===== src/rtl/core/ddsu_pkg.sv =====
// Shared constants and helpers for the decimal digit splitter.
// No dependencies.
`timescale 1ns / 1ps
`default_nettype none

package ddsu_pkg;

  localparam int unsigned VALUE_W        = 32;
  localparam int unsigned DIGIT_W        = 4;
  localparam int unsigned POS_W          = 4;
  localparam int unsigned MAX_DIGITS_DEF = 8;
  // 10^10 - 1 fits in 34 bits, enough for the widest setting
  localparam int unsigned LIMIT_W        = 34;

  localparam logic [POS_W-1:0] DOT_POS_A = POS_W'(4);
  localparam logic [POS_W-1:0] DOT_POS_B = POS_W'(7);

  // Largest value that fits on the display: 10^n - 1
  function automatic logic [LIMIT_W-1:0] display_limit(input int unsigned n);
    logic [LIMIT_W-1:0] lim;
    lim = LIMIT_W'(1);
    for (int unsigned i = 0; i < n; i++) begin
      lim = LIMIT_W'(lim * LIMIT_W'(10));
    end
    return LIMIT_W'(lim - LIMIT_W'(1));
  endfunction

endpackage

`default_nettype wire


===== src/rtl/core/ddsu_dabble.sv =====
// Bit-serial binary to BCD converter (shift-and-add-3), one input bit per cycle.
// Depends on ddsu_pkg.
`timescale 1ns / 1ps
`default_nettype none

module ddsu_dabble #(
  parameter int unsigned MAX_DIGITS = ddsu_pkg::MAX_DIGITS_DEF
) (
  input  wire logic                                clk_i,
  input  wire logic                                rst_ni,
  input  wire logic                                in_valid_i,
  output logic                                     in_ready_o,
  input  wire logic [ddsu_pkg::VALUE_W-1:0]        in_value_i,
  output logic                                     bcd_valid_o,
  input  wire logic                                bcd_ready_i,
  output logic [4*MAX_DIGITS-1:0]                  bcd_o
);

  localparam int unsigned BCD_W = 4 * MAX_DIGITS;
  localparam int unsigned VW    = ddsu_pkg::VALUE_W;
  localparam int unsigned LW    = ddsu_pkg::LIMIT_W;
  localparam int unsigned CNT_W = $clog2(VW);
  localparam logic [LW-1:0]    LIMIT    = ddsu_pkg::display_limit(MAX_DIGITS);
  localparam logic [CNT_W-1:0] CNT_LAST = CNT_W'(VW - 1);

  typedef enum logic [1:0] {
    ST_IDLE,
    ST_SHIFT,
    ST_DONE
  } state_e;

  state_e             state_q, state_d;
  logic [VW-1:0]      bin_q, bin_d;
  logic [BCD_W-1:0]   bcd_q, bcd_d;
  logic [CNT_W-1:0]   cnt_q, cnt_d;
  logic [BCD_W-1:0]   corr;
  logic               in_range;

  assign in_range = (LW'(in_value_i) <= LIMIT);

  // add 3 to every digit of 5 or more ahead of the shift
  always_comb begin
    logic [3:0] nib;
    nib  = '0;
    corr = '0;
    for (int unsigned i = 0; i < MAX_DIGITS; i++) begin
      nib = bcd_q[4*i +: 4];
      corr[4*i +: 4] = (nib >= 4'd5) ? 4'(nib + 4'd3) : nib;
    end
  end

  always_comb begin
    state_d = state_q;
    bin_d   = bin_q;
    bcd_d   = bcd_q;
    cnt_d   = cnt_q;
    unique case (state_q)
      ST_IDLE: begin
        if (in_valid_i && in_range) begin
          // out-of-range values are taken and dropped
          state_d = ST_SHIFT;
          bin_d   = in_value_i;
          bcd_d   = '0;
          cnt_d   = '0;
        end
      end
      ST_SHIFT: begin
        bcd_d = {corr[BCD_W-2:0], bin_q[VW-1]};
        bin_d = {bin_q[VW-2:0], 1'b0};
        cnt_d = CNT_W'(cnt_q + CNT_W'(1));
        if (cnt_q == CNT_LAST) begin
          state_d = ST_DONE;
        end
      end
      ST_DONE: begin
        if (bcd_ready_i) begin
          state_d = ST_IDLE;
        end
      end
      default: state_d = ST_IDLE;
    endcase
  end

  always_ff @(posedge clk_i or negedge rst_ni) begin
    if (!rst_ni) begin
      state_q <= ST_IDLE;
      cnt_q   <= '0;
    end else begin
      state_q <= state_d;
      cnt_q   <= cnt_d;
    end
  end

  always_ff @(posedge clk_i) begin
    bin_q <= bin_d;
    bcd_q <= bcd_d;
  end

  assign in_ready_o  = (state_q == ST_IDLE);
  assign bcd_valid_o = (state_q == ST_DONE);
  assign bcd_o       = bcd_q;

endmodule

`default_nettype wire


===== src/rtl/core/ddsu_emit.sv =====
// Digit emitter: shifts the BCD word out one digit per transfer, units first.
// Depends on ddsu_pkg.
`timescale 1ns / 1ps
`default_nettype none

module ddsu_emit #(
  parameter int unsigned MAX_DIGITS = ddsu_pkg::MAX_DIGITS_DEF
) (
  input  wire logic                          clk_i,
  input  wire logic                          rst_ni,
  input  wire logic                          bcd_valid_i,
  output logic                               bcd_ready_o,
  input  wire logic [4*MAX_DIGITS-1:0]       bcd_i,
  output logic                               out_valid_o,
  input  wire logic                          out_ready_i,
  output logic [ddsu_pkg::DIGIT_W-1:0]       digit_o,
  output logic [ddsu_pkg::POS_W-1:0]         position_o,
  output logic                               dot_o,
  output logic                               last_o
);

  localparam int unsigned BCD_W = 4 * MAX_DIGITS;
  localparam int unsigned PW    = ddsu_pkg::POS_W;

  logic [BCD_W-1:0] rest_q;
  logic [PW-1:0]    pos_q;
  logic             valid_q;
  logic             load;
  logic             advance;

  assign bcd_ready_o = !valid_q;
  assign load        = bcd_valid_i && !valid_q;
  assign advance     = valid_q && out_ready_i;

  // run ends when no nonzero digit is left above the current one
  assign last_o = ((rest_q >> 4) == '0);

  always_ff @(posedge clk_i or negedge rst_ni) begin
    if (!rst_ni) begin
      valid_q <= 1'b0;
    end else if (load) begin
      valid_q <= 1'b1;
    end else if (advance && last_o) begin
      valid_q <= 1'b0;
    end
  end

  always_ff @(posedge clk_i) begin
    if (load) begin
      rest_q <= bcd_i;
      pos_q  <= PW'(1);
    end else if (advance) begin
      rest_q <= rest_q >> 4;
      pos_q  <= PW'(pos_q + PW'(1));
    end
  end

  assign out_valid_o = valid_q;
  assign digit_o     = rest_q[3:0];
  assign position_o  = pos_q;
  assign dot_o       = (pos_q == ddsu_pkg::DOT_POS_A) || (pos_q == ddsu_pkg::DOT_POS_B);

endmodule

`default_nettype wire


===== src/rtl/core/decimal_digit_splitter_with_dots_unit.sv =====
// The first digit is offered once the value has passed the 32-step bit-serial BCD converter
// and been loaded into the digit emitter; then one digit per cycle while the sink is ready.
// The converter takes no new value until the emitter has taken its BCD word; conversion of
// the next value overlaps digit output. An out-of-range value does not enter the converter.
// Out-of-range values are accepted and give no transfer. Reset (rst_ni, async low)
// clears all handshake state; data registers are not reset.
`timescale 1ns / 1ps
`default_nettype none

module decimal_digit_splitter_with_dots_unit #(
  parameter int unsigned MAX_DIGITS = ddsu_pkg::MAX_DIGITS_DEF
) (
  input  wire logic        clk_i,
  input  wire logic        rst_ni,
  input  wire logic        s_axis_tvalid,
  output logic             s_axis_tready,
  input  wire logic [31:0] s_axis_tdata,   // [31:0] value
  output logic             m_axis_tvalid,
  input  wire logic        m_axis_tready,
  output logic [15:0]      m_axis_tdata,   // [3:0] digit, [7:4] position, [8] dot, zero above
  output logic             m_axis_tlast
);

  logic                              bcd_valid;
  logic                              bcd_ready;
  logic [4*MAX_DIGITS-1:0]           bcd;
  logic [ddsu_pkg::DIGIT_W-1:0]      digit;
  logic [ddsu_pkg::POS_W-1:0]        position;
  logic                              dot;

  ddsu_dabble #(
    .MAX_DIGITS(MAX_DIGITS)
  ) u_dabble (
    .clk_i       (clk_i),
    .rst_ni      (rst_ni),
    .in_valid_i  (s_axis_tvalid),
    .in_ready_o  (s_axis_tready),
    .in_value_i  (s_axis_tdata),
    .bcd_valid_o (bcd_valid),
    .bcd_ready_i (bcd_ready),
    .bcd_o       (bcd)
  );

  ddsu_emit #(
    .MAX_DIGITS(MAX_DIGITS)
  ) u_emit (
    .clk_i       (clk_i),
    .rst_ni      (rst_ni),
    .bcd_valid_i (bcd_valid),
    .bcd_ready_o (bcd_ready),
    .bcd_i       (bcd),
    .out_valid_o (m_axis_tvalid),
    .out_ready_i (m_axis_tready),
    .digit_o     (digit),
    .position_o  (position),
    .dot_o       (dot),
    .last_o      (m_axis_tlast)
  );

  assign m_axis_tdata = {7'b0, dot, position, digit};

endmodule

`default_nettype wire


===== config.mk =====
export PLATFORM = sky130hd
export DESIGN_NAME = decimal_digit_splitter_with_dots_unit
export DESIGN_NICKNAME = d
export VERILOG_FILES = /design/src/rtl/core/ddsu_pkg.sv /design/src/rtl/core/ddsu_dabble.sv /design/src/rtl/core/ddsu_emit.sv /design/src/rtl/core/decimal_digit_splitter_with_dots_unit.sv
export SDC_FILE = /design/constraint.sdc
export NUM_CORES = 1
export LEC_CHECK = 0
export BUFFER_PORTS_ARGS = -buffer_cell sky130_fd_sc_hd__clkbuf_2
export CORE_MARGIN = 2
export CORE_UTILIZATION = 25
export DETAILED_ROUTE_END_ITERATION = 10
export RECOVER_POWER = 100
export SLEW_MARGIN = 10
export SYNTH_ARGS = -nofsm -noshare
export SYNTH_HDL_FRONTEND = slang
export SYNTH_HIERARCHICAL = 1
export SYNTH_SLANG_ARGS = --single-unit

===== constraint.sdc =====
create_clock -name clk_i -period 4.81 [get_ports clk_i]
set_input_delay 0.481 -clock clk_i [delete_from_list [all_inputs] [get_ports clk_i]]
set_output_delay 0.481 -clock clk_i [all_outputs]
set_load 0.05 [all_outputs]

After elaboration in Yosys (flattened, before gate mapping)
Cells that the tools add are included.
- input port bits: 36
- bits in read-only memories: 0
- output and inout bits: 19
- bits in writable memories: 0
- latch bits: 0
- logic and storage cells: 69
- memories: 0
- flip-flop bits (word level): 108
- divide/modulo/power cells: 0
- reductions and logical operators: 13
- shift operators: 0
- multiplexer cells: 22
- bitwise operators: 0
- eq/ne operators: 8
- add/sub/neg operators: 10
- multipliers: 0
- $lt $le $gt $ge: 9
- operators by type and width (cell ; count):
    $mux 32 ; 4
    $pmux 32 s2 ; 2
    $ge 4x3->1 const B ; 8
    $le 32x27->1 const B ; 1
    $logic_not 32->1 ; 1
    $add 4x2->4 const B ; 7
    $mux 4 ; 7
    $pmux 5 s2 ; 1
    $eq 4x3->1 const B ; 2
    $mux 2 ; 3
    $pmux 2 s3 ; 1
    $reduce_bool 2->1 ; 3
    $add 5x1->5 const B ; 1
    $eq 5x5->1 const B ; 1
    $mux 5 ; 1
    $add 4x1->4 const B ; 1
    $logic_and 1x1->1 ; 4
    $ne 2x1->1 const B ; 2
    $add 3x2->3 const B ; 1
    $mux 3 ; 1
    $reduce_and 3->1 ; 1
    $eq 2x1->1 const B ; 1
    $eq 2x2->1 const B ; 1
    $logic_not 2->1 ; 1
    other kinds (5) ; 6

Logic depth before layout (Yosys ltp)
Gate-level depths: netlist of run 1.
- word-level depth: 4
- depth in mapped cells: 7
- depth with buffers taken out: 6

Cells and area by module
Netlist of run 1, hierarchy kept.
- by module, submodules not included (module ; cells each ; area an instance (sq um) ; seq. area each (sq um) ; times used):
    ddsu_dabble ; 355 ; 3676.0 ; 2097.0 ; 1
    ddsu_emit ; 111 ; 1665.3 ; 1066.0 ; 1
    decimal_digit_splitter_with_dots_unit ; 9 ; 63.8 ; 0.0 ; 1

Least setup slack after synthesis of run 1
Ideal clock, no wire load.
- path kind: input-to-reg
- start: input s_axis_tdata[28]
- end: register u_dabble.bcd_q[0], in the netlist u_dabble/bcd_o[0], enable pin
- path slack: 0.057 ns
- setup time: 0.507 ns
- buffers on the path: 0
- data arrival time: 4.245 ns
- data required time: 4.303 ns
- stages on the path: 4
- cells stage by stage: nor4b_4 > o311ai_2 > a31o_1 > a21oi_1
- longest elaborated chain between the ends: 4
- RTL lines (element ; RTL line ; text):
    start: declaration ; decimal_digit_splitter_with_dots_unit.sv:17 ; input wire logic [31:0] s_axis_tdata,
    $le 32x27->1 ; ddsu_dabble.sv:39 ; assign in_range = (LW'(in_value_i) <= LIMIT);
    $logic_and 1x1->1 ; ddsu_dabble.sv:59 ; if (in_valid_i && in_range) begin
    $ne 2x1->1 (no source line) ; n/a ;
    $reduce_and 2->1 (no source line) ; n/a ;
    end signal: assignment ; ddsu_dabble.sv:96 ; bcd_q <= bcd_d;
    end: declaration ; ddsu_dabble.sv:34 ; logic [BCD_W-1:0] bcd_q, bcd_d;
No other way between the ends.
A chain may end at the register's enable or synchronous reset.

Worst setup path after layout of run 1
- start: register u_dabble.state_q[1]
- end: register u_emit.rest_q[16], enable pin
- longest elaborated chain between the ends: 3
- RTL lines (element ; RTL line ; text):
    start: declaration ; ddsu_dabble.sv:32 ; state_e state_q, state_d;
    start signal: assignment ; ddsu_dabble.sv:89 ; state_q <= state_d;
    $eq 2x2->1 ; ddsu_dabble.sv:100 ; assign bcd_valid_o = (state_q == ST_DONE);
    named net bcd_valid ; decimal_digit_splitter_with_dots_unit.sv:24 ; logic bcd_valid;
    $logic_and 1x1->1 ; ddsu_emit.sv:32 ; assign load = bcd_valid_i && !valid_q;
    $reduce_bool 2->1 (no source line) ; n/a ;
    end signal: assignment ; ddsu_emit.sv:50 ; rest_q <= bcd_i;
    end signal: assignment ; ddsu_emit.sv:53 ; rest_q <= rest_q >> 4;
    end: declaration ; ddsu_emit.sv:25 ; logic [BCD_W-1:0] rest_q;
The timed path passes the listed nets, and every way through them passes these cells.

==> impl_metrics.json, run 1 <==
{
  "status": "finished with violations",
  "violations": "max-capacitance violations, max-slew violations",
  "core_area_mm2": 0.0212,
  "drc": 0,
  "avgSynthCellArea_um2": 11.4,
  "slew_headroom_pct": -22.2,
  "pwr-share-clk_pct": 26.6,
  "area_growth_pct": 13.4,
  "wirelength_mm": 9.88,
  "switching_share_pct": 31.3,
  "fin_util_pct": 29.0,
  "std_cell_rows": 53,
  "post-route-period-util_pct": 68.1,
  "drtPass1Iterations": 4,
  "dieArea_mm2": 0.0228,
  "routabilityCongestion": 0.732,
  "worst-path-buf-inv": 2,
  "hold_class": "input pin to flop",
  "power.internal_uw": 1880,
  "synth_edf_count": 96,
  "synth_top_area_cell": "edfxtp_1",
  "ir_drop_mv": 0.227,
  "async_reset_ff_share_pct": 7.41,
  "seq_power_share_pct": 50.4,
  "clock-sinks": 108,
  "clk_pin_slew_ns": 0.07,
  "hpwl_mm": 6.66,
  "yosys_most_used_dff": "edfxtp_1",
  "slowest_delay_ns": 1.31,
  "die_y_um": 151,
  "synth_area_mm2": 0.00541,
  "numCtsBuffers": 9,
  "ios": 55,
  "fin_cells": 797,
  "ys_seq_area_share_pct": 58.5,
  "post-place-cells": 780,
  "synth_top_area_share_pct": 53.3,
  "fin_skew_ns": 0.0108,
  "layout-drive-gt1-share_pct": 16.1,
  "ys_types": 44,
  "antenna_found_initial": 0,
  "grt_pass1_vias": 3274,
  "crit_start": "u_dabble/state_q[1]",
  "layout.nets": 573,
  "crit_required_ns": 4.80,
  "cts_root_buf": "clkbuf_16",
  "drt_iter0_drc": 191,
  "via_per_inst": 4.23,
  "diodes": 0,
  "cts_tree": "done",
  "htree_levels": 3,
  "r2r_start": "u_dabble/state_q[1]",
  "hold_start": "s_axis_tdata[5]",
  "period_minus_slack_ns": 3.28,
  "endpoint_kind": "flop",
  "track_usage_pct": 9.13,
  "postRouteAntennaNets": 0,
  "nFillCells": 2167,
  "rsz0062_at_grt": "false",
  "max-cap-violations": 3,
  "setup_violations": 0,
  "fmax_ghz": 0.305,
  "initial_core_util_pct": 25.6,
  "ys_ff_latch": 108,
  "critPathArrivalTime_ns": 3.27,
  "port_buffers": 47,
  "cp_slowest_cell": "clkbuf_1",
  "dr_total_vias": 3372,
  "grt_overflow": 0,
  "grt_pass1_wl_mm": 16.3,
  "powerDensity_mw_per_mm2": 447,
  "power_frac_comb_pct": 23.1,
  "synth_cells": 475,
  "tightest_slew_ns": 1.83,
  "critPathTopFamily": "buffers and inverters",
  "tns_ns": 0,
  "p_leak_uw": 0.00235,
  "die_w_um": 151,
  "slew_violations": 139,
  "cts.path.max_buffers": 2,
  "synth_warnings": 6,
  "startpoint_type": "flop",
  "synthTopCellsByArea": "edfxtp_1 (53%), nand2_1 (8.3%), mux2_2 (5.8%), ha_1 (4.6%), dfrtp_1 (3.7%)",
  "grt_max_degree": 65,
  "cp_max_fo": 36,
  "critPathKind": "flop to flop",
  "avgRoutedWirePerCell_um": 12.4,
  "clk_latency_ns": 0.34,
  "path_cells": "nor2b_1, nor2b_2, clkbuf_1, nand2b_1, buf_4",
  "hold_viol_final": 0,
  "p_switching_uw": 858
}
cells by family after synthesis:
family	Yosys count	synth area share (%)
compound gates	52	6.39
xor+xnor	17	2.75
fa+ha+maj	20	4.63
buf+inv	49	4.58
flops	108	58.5
mux	29	6.02
other cells	1	0.0694
simple gates	199	17.0
what timing repair did:
| item | in CTS | in global routing |
|---|---|---|
| buffers inserted | 0 | 0 |
| gates resized for setup | 0 | 0 |
| hold buffers | 1 | 0 |
| hold endpoints to repair | 8 | 0 |
tightest hold or removal path, delay by kind of cell:
| family | cells | cell delay, ns |
|---|---|---|
| simple gates | 2 | 0.09 |
| buf+inv | 1 | 0.08 |
power by group through the flow:
stage	clock network [µW]	logic, µW	registers [µW]
2_1_floorplan	0	479	1410
3_3_place_gp	0	638	1390
3_5_place_dp	0	647	1400
4_1_cts	758	652	1380
5_1_grt	785	722	1410
6_report	727	632	1380
final timing paths:
check / to / cells past startpoint / slack [ns]
max: u_emit/rest_q[16] / 5 / 1.53
min: u_dabble/bin_q[5] / 3 / 0.40
max reg2reg: u_emit/rest_q[16] / 5 / 1.53
min reg2reg: u_dabble/bin_q[22] / 2 / 0.51
max in group asynchronous: u_dabble/state_q[1] / 2 / 3.86
min in group asynchronous: u_emit/out_valid_o / 2 / 0.61
layout by cell type (no fill, tap or decap), types with 2 or more instances in the layout:
cell | Yosys | routed
nor2b_1 | 10 | 9
nor2_1 | 23 | 23
and2_1 | 7 | 4
and2_0 | 0 | 3
clkbuf_1 | 1 | 20
o21ai_0 | 9 | 11
a21oi_1 | 20 | 19
xnor2_1 | 8 | 8
nand2b_1 | 10 | 10
nand4_1 | 3 | 3
edfxtp_1 | 96 | 96
nor3_1 | 11 | 11
inv_1 | 21 | 21
xor2_1 | 9 | 9
dfxtp_1 | 4 | 4
mux2_2 | 28 | 28
a22oi_1 | 2 | 2
ha_1 | 20 | 20
conb_1 | 1 | 7
nor4_1 | 6 | 6
a211oi_1 | 8 | 8
nand2_1 | 119 | 119
nand3_1 | 2 | 2
a31o_1 | 2 | 2
clkbuf_16 | 0 | 9
dfrtp_1 | 8 | 8
clkbuf_2 | 0 | 34
through the flow:
stage                     setup slack, ns  total power [µW]  hold slack (ns)  area, µm²
after floorplan                    0.0572              1890            0.185       5430
after global placement               2.28              2030            0.347       5890
after detailed placement             2.25              2050            0.350       5890
after CTS                            2.39              2790            0.384       6190
after global routing                 1.17              2910            0.392       6130
final                                1.53              2740            0.403       6130
cell usage after synthesis, drive strengths merged, types with 9 or more instances:
master    n
a211oi    9
a21oi    20
buf      27
edfxtp   96
ha       20
inv      21
mux2     28
nand2   119
nand2b   10
nor2     23
nor2b    10
nor3     11
o21ai    12
xor2      9
layout make-up:
class                      count  area, µm²  area share [%]
clock buffer                  12        236            3.86
clock inverter                 4       51.3           0.837
inverter                      21       78.8            1.29
multi-input combinational    324       2010            32.7
sequential                   108       3160            51.6
tap                          275        344            5.61
timing repair buffer          53        251            4.10
layer usage:
| layer | wire (µm) | GRT usage [%] | vias up |
|---|---|---|---|
| li1 | - | - | 1722 |
| met1 | 5080 | 12.7 | 1585 |
| met2 | 4310 | 14.0 | 55 |
| met3 | 376 | 2.56 | 10 |
| met4 | 101 | 2.24 | 0 |
| met5 | 0 | 0 | - |
sequential cells by signal (all words and copies together), names as in the netlist:
register / flops
u_dabble/bcd_o: 32
u_dabble/bin_q: 32
u_emit/rest_q: 32
u_dabble/cnt_q: 5
u_emit/position_o: 4
u_dabble/state_q: 2
u_emit/out_valid_o: 1
Power figures use the tool's default switching activity.
==> run 2: changes to the inputs <==
==> constraint.sdc (replaced) <==
create_clock -name clk_i -period 2.6 [get_ports clk_i]
set_input_delay 0.26 -clock clk_i [delete_from_list [all_inputs] [get_ports clk_i]]
set_output_delay 0.26 -clock clk_i [all_outputs]
set_load 0.05 [all_outputs]
==> run 2 against run 1 <==
Compared with the run above: the flow now finishes without violations; register-to-register slack worse by 1.2 ns; final cell count is 0.13% higher; core utilization is 0.13 points higher; die area stayed put; sequential power is 85% higher; sequential share of layout area is 0.23 points lower; setup slack worse by 1.3 ns; clock power is 90% higher; combinational power is 87% higher; cell area is 0.45% higher; clock skew is 0.0043 ns lower; sequential cell count stayed put; critical path type is now flop to output pin; largest power group unchanged.
==> impl_metrics.json, run 2 (synthesized netlist as in run 1, its figures left out) <==
{
  "status": "finished, final reports clean",
  "hpwl_mm": 6.81,
  "hold_class": "input pin to flop",
  "fmax_ghz": 0.431,
  "wirelength_mm": 10.0,
  "tns_ns": 0,
  "rsz0062_at_grt": "false",
  "p_leak_uw": 0.00236,
  "setup_violations": 0,
  "grt_max_degree": 65,
  "std_cell_rows": 53,
  "hold_viol_final": 0,
  "place_ws_ns": 0.482,
  "htree_levels": 3,
  "drt_iter0_drc": 218,
  "powerDensity_mw_per_mm2": 829,
  "hold_depth": 3,
  "ctsResizeCount": 0,
  "post_cts_buffers": 0,
  "critPathKind": "flop to output pin",
  "grt_pass1_wl_mm": 16.9,
  "layout-drive-gt1-share_pct": 17.2,
  "die_y_um": 151,
  "endpoint_kind": "output pin",
  "ios": 55,
  "clock-sinks": 108,
  "routabilityCongestion": 0.726,
  "critPathArrivalTime_ns": 2.06,
  "drtPass1Iterations": 6,
  "ir_drop_mv": 0.494,
  "dieArea_mm2": 0.0228,
  "port_buffers": 47,
  "r2r_start": "u_dabble/state_q[1]",
  "die_w_um": 151,
  "area_growth_pct": 13.9,
  "numCtsBuffers": 9,
  "startpoint_type": "flop",
  "clk_pin_slew_ns": 0.07,
  "r2r_slack_ns": 0.38,
  "cts.path.max_buffers": 2,
  "layout_common_cells": "nand2_1 (119), edfxtp_1 (96), clkbuf_2 (36)",
  "drc": 0,
  "antenna_found_initial": 0,
  "grt_overflow": 0,
  "final.setup.worst_slack_ns": 0.280,
  "min_to": "u_dabble/bin_q[7]",
  "cp_max_fo": 2,
  "initial_core_util_pct": 25.6,
  "via_per_inst": 4.26,
  "slew_headroom_pct": 39.9,
  "max-cap-violations": 0,
  "layout.nets": 574,
  "track_usage_pct": 9.45,
  "crit_required_ns": 2.34,
  "nFillCells": 2135,
  "core_area_mm2": 0.0212,
  "tightest_slew_ns": 0.902,
  "postRouteAntennaNets": 0,
  "fin_skew_ns": 0.00648,
  "hold_start": "s_axis_tdata[7]",
  "avgRoutedWirePerCell_um": 12.5,
  "cts_root_buf": "clkbuf_16",
  "period_minus_slack_ns": 2.32,
  "dr_total_vias": 3398,
  "clk_latency_ns": 0.36,
  "grt_pass1_vias": 3371,
  "final_common_cell": "nand2_1",
  "crit_start": "u_emit/rest_q[10]",
  "cts_tree": "done",
  "post-route-period-util_pct": 89.2,
  "r2r_cells": 4,
  "slew_violations": 0,
  "hold_buffers": 1,
  "diodes": 0,
  "timing.rr.end": "u_emit/rest_q[2]"
}
[run 2: cell types whose count changed in the layout (fill, tap and decap cells not counted), sizes merged]
cell / before / now
clkinvlp: 1 / 2
clkbuf: 63 / 62
buf: 1 / 2
[run 2: worst max-delay path: stages (launching register included)]
cell,delay (ns)
edfxtp_1,0.40
nor4_1,0.35
nand4_1,0.22
nor3_1,0.25
clkbuf_1,0.49
[run 2: layout make-up]
class | count | area, µm² | area share (%)
clock buffer | 11 | 233 | 3.78
clock inverter | 5 | 62.6 | 1.02
inverter | 21 | 78.8 | 1.28
multi-input combinational | 324 | 2010 | 32.7
sequential | 108 | 3160 | 51.4
tap | 275 | 344 | 5.59
timing repair buffer | 54 | 265 | 4.31
[run 2: power breakdown]
part           total (µW)  switching (µW)  internal, µW
sequential           2550             231          2320
clock                1380             624           751
combinational        1180             773           404
[run 2: routing by layer]
layer	global-route usage [%]	up-vias	part of all wire [%]
li1	-	1719	-
met1	13.0	1601	50
met2	14.2	68	44
met3	2.65	10	4.4
met4	3.55	0	1.5
met5	0	-	0
[run 2: per-stage QoR]
step                util [%]  power (µW)  hold slack [ns]  cell area (µm²)  cells
floorplan                  -        3490          -0.0356             5440    481
finish                  29.1        5110            0.165             6160    798
global placement        28.0        3780            0.119             5910    781
CTS                     29.4        5200            0.155             6220    798
global route            29.1        5450            0.166             6160    798
detailed placement      28.0        3810            0.123             5910    781
[run 2: how the worst max path moves through the flow]
| stage | endpoint | slack (ns) | depth (start not counted) |
|---|---|---|---|
| after floorplan | u_dabble/bcd_o[0] | 0.17 | 4 |
| after global placement | u_emit/rest_q[3] | 0.53 | 4 |
| after detailed placement | u_emit/rest_q[2] | 0.48 | 4 |
| after CTS | m_axis_tlast | 0.42 | 4 |
| after global routing | m_axis_tlast | 0.16 | 4 |
| final | m_axis_tlast | 0.28 | 4 |
==> run 3: changes to the inputs <==
--- a/config.mk
+++ b/config.mk
@@ -6,12 +6,16 @@
 export NUM_CORES = 1
 export LEC_CHECK = 0
 export BUFFER_PORTS_ARGS = -buffer_cell sky130_fd_sc_hd__clkbuf_2
+export CELL_PAD_IN_SITES_DETAIL_PLACEMENT = 2
+export CELL_PAD_IN_SITES_GLOBAL_PLACEMENT = 2
 export CORE_MARGIN = 2
-export CORE_UTILIZATION = 25
+export CORE_UTILIZATION = 36
 export DETAILED_ROUTE_END_ITERATION = 10
+export PLACE_DENSITY_LB_ADDON = 0.1
 export RECOVER_POWER = 100
 export SLEW_MARGIN = 10
 export SYNTH_ARGS = -nofsm -noshare
 export SYNTH_HDL_FRONTEND = slang
 export SYNTH_HIERARCHICAL = 1
 export SYNTH_SLANG_ARGS = --single-unit
+export TNS_END_PERCENT = 10
==> run 3 against run 2 <==
Compared with the run above: power shrank 0.83%; clock-buffer cell count unchanged; register-to-register slack better by 0.13 ns; setup slack improved by 0.11 ns; global-route usage is 6.1 points higher; maximum frequency rose by 5.0%; sequential share of layout area rose by 1.2 points; sequential power barely moved; final cell count down 11%; first-iteration DRC count is 40% lower.
==> impl_metrics.json, run 3 (synthesized netlist as in run 1, its figures left out) <==
{
  "initial_core_util_pct": 37.0,
  "clk_latency_ns": 0.36,
  "status": "finished, final reports clean",
  "crit_required_ns": 2.59,
  "critPathArrivalTime_ns": 2.20,
  "slew_violations": 0,
  "diodes": 0,
  "drtPass1Iterations": 4,
  "tns_ns": 0,
  "layout.nets": 574,
  "port_buffers": 47,
  "antenna_found_initial": 0,
  "dieArea_mm2": 0.0160,
  "hold_viol_final": 0,
  "ctsResizeCount": 0,
  "layout_common_cells": "nand2_1 (119), edfxtp_1 (96), clkbuf_2 (36)",
  "grt_use_met1_pct": 19.4,
  "fmax_ghz": 0.453,
  "layout-drive-gt1-share_pct": 16.8,
  "cp_max_fo": 60,
  "r2r_start": "u_dabble/state_q[1]",
  "numCtsBuffers": 9,
  "post-route-period-util_pct": 85.0,
  "drt_iter0_drc": 131,
  "max-cap-violations": 0,
  "cts_root_buf": "clkbuf_16",
  "cp_slowest_cell": "buf_6",
  "path_cells": "clkbuf_1, nor4b_1, o311ai_0, a31o_1, a21oi_1, buf_6",
  "ios": 55,
  "ir_drop_mv": 0.342,
  "startpoint_type": "input pin",
  "finalPower_uw": 5060,
  "grt_overflow": 0,
  "hpwl_mm": 8.23,
  "period_minus_slack_ns": 2.21,
  "clock-sinks": 108,
  "critPathKind": "input pin to flop",
  "htree_levels": 3,
  "wirelength_mm": 11.7,
  "grt_pass1_vias": 3909,
  "cts.path.max_buffers": 2,
  "drc": 0,
  "die_w_um": 127,
  "setup_violations": 0,
  "p_leak_uw": 0.00237,
  "slowest_delay_ns": 0.55,
  "fin_skew_ns": 0.0103,
  "area_growth_pct": 11.3,
  "powerDensity_mw_per_mm2": 842,
  "routabilityCongestion": 0.712,
  "grt_pass1_wl_mm": 19.6,
  "avgRoutedWirePerCell_um": 16.6,
  "core_area_mm2": 0.0146,
  "clk_pin_slew_ns": 0.07,
  "worst-path-buf-inv": 2,
  "endpoint_kind": "flop",
  "grt_use_met2_pct": 26.9,
  "hold_start": "s_axis_tdata[4]",
  "final_common_cell": "nand2_1",
  "critPathTopFamily": "compound AO/OA/AOI/OAI gates",
  "cts_tree": "done",
  "crit_start": "s_axis_tdata[27]",
  "die_y_um": 127,
  "track_usage_pct": 15.5,
  "grt_max_degree": 61,
  "dr_total_vias": 3557,
  "std_cell_rows": 44,
  "hold_class": "input pin to flop",
  "postRouteAntennaNets": 0,
  "tightest_slew_ns": 1.27,
  "via_per_inst": 5.03,
  "grt.met3_usage_pct": 2.49,
  "rsz0062_at_grt": "false",
  "slew_headroom_pct": 15.6,
  "grt.busiest_layer": "met2",
  "nFillCells": 1546
}
-- run 3: worst register-to-register path, cell delays in order (launching register included) --
cell      delay [ns]
dfrtp_1         0.54
nand2b_2        0.20
clkbuf_1        0.93
nand2_1         0.17
nand2_1         0.12
-- run 3: per-layer routing --
layer / vias up / wire (µm)
li1: 1721 / -
met1: 1776 / 5380
met2: 49 / 5880
met3: 11 / 275
met4: 0 / 209
met5: - / 0
-- run 3: where the power goes --
part	switching, µW	leakage (µW)	internal, µW	total [µW]
clock network	619	0.000139	671	1290
logic	809	0.00115	410	1220
registers	235	0.00108	2320	2550
-- run 3: cell type report --
cell class / instances / area [µm²] / area share (%)
tap: 184 / 230 / 3.83
clock buffer: 11 / 243 / 4.04
multi-input combinational: 324 / 1990 / 33.1
inverter: 21 / 78.8 / 1.31
timing repair buffer: 54 / 282 / 4.68
clock inverter: 5 / 26.3 / 0.437
sequential: 108 / 3160 / 52.6
-- run 3: worst paths after layout --
| kind | end | depth (start not counted) | slack [ns] |
|---|---|---|---|
| max in group asynchronous | u_dabble/state_q[0] | 2 | 1.91 |
| worst max register to register | u_dabble/bin_q[28] | 4 | 0.51 |
| worst min register to register | u_dabble/bin_q[4] | 2 | 0.51 |
| min in group asynchronous | u_dabble/cnt_q[1] | 2 | 0.38 |
| worst max-delay path | u_dabble/bcd_o[4] | 6 | 0.39 |
| worst min-delay path | u_dabble/bin_q[4] | 3 | 0.17 |
-- run 3: what timing repair did --
action,in CTS,in global routing
buffers inserted,0,0
endpoints found under the hold margin,8,0
hold buffers,1,0
-- run 3: metrics by stage --
stage / setup slack (ns) / instances / hold slack, ns / util, % / area [µm²]
2_1_floorplan: 0.171 / 481 / -0.0356 / - / 5440
3_3_place_gp: 0.562 / 690 / 0.120 / 39.9 / 5830
3_5_place_dp: 0.504 / 690 / 0.123 / 39.9 / 5830
4_1_cts: 0.293 / 707 / 0.161 / 41.8 / 6100
5_1_grt: 0.168 / 707 / 0.185 / 41.2 / 6010
6_report: 0.391 / 707 / 0.173 / 41.2 / 6010
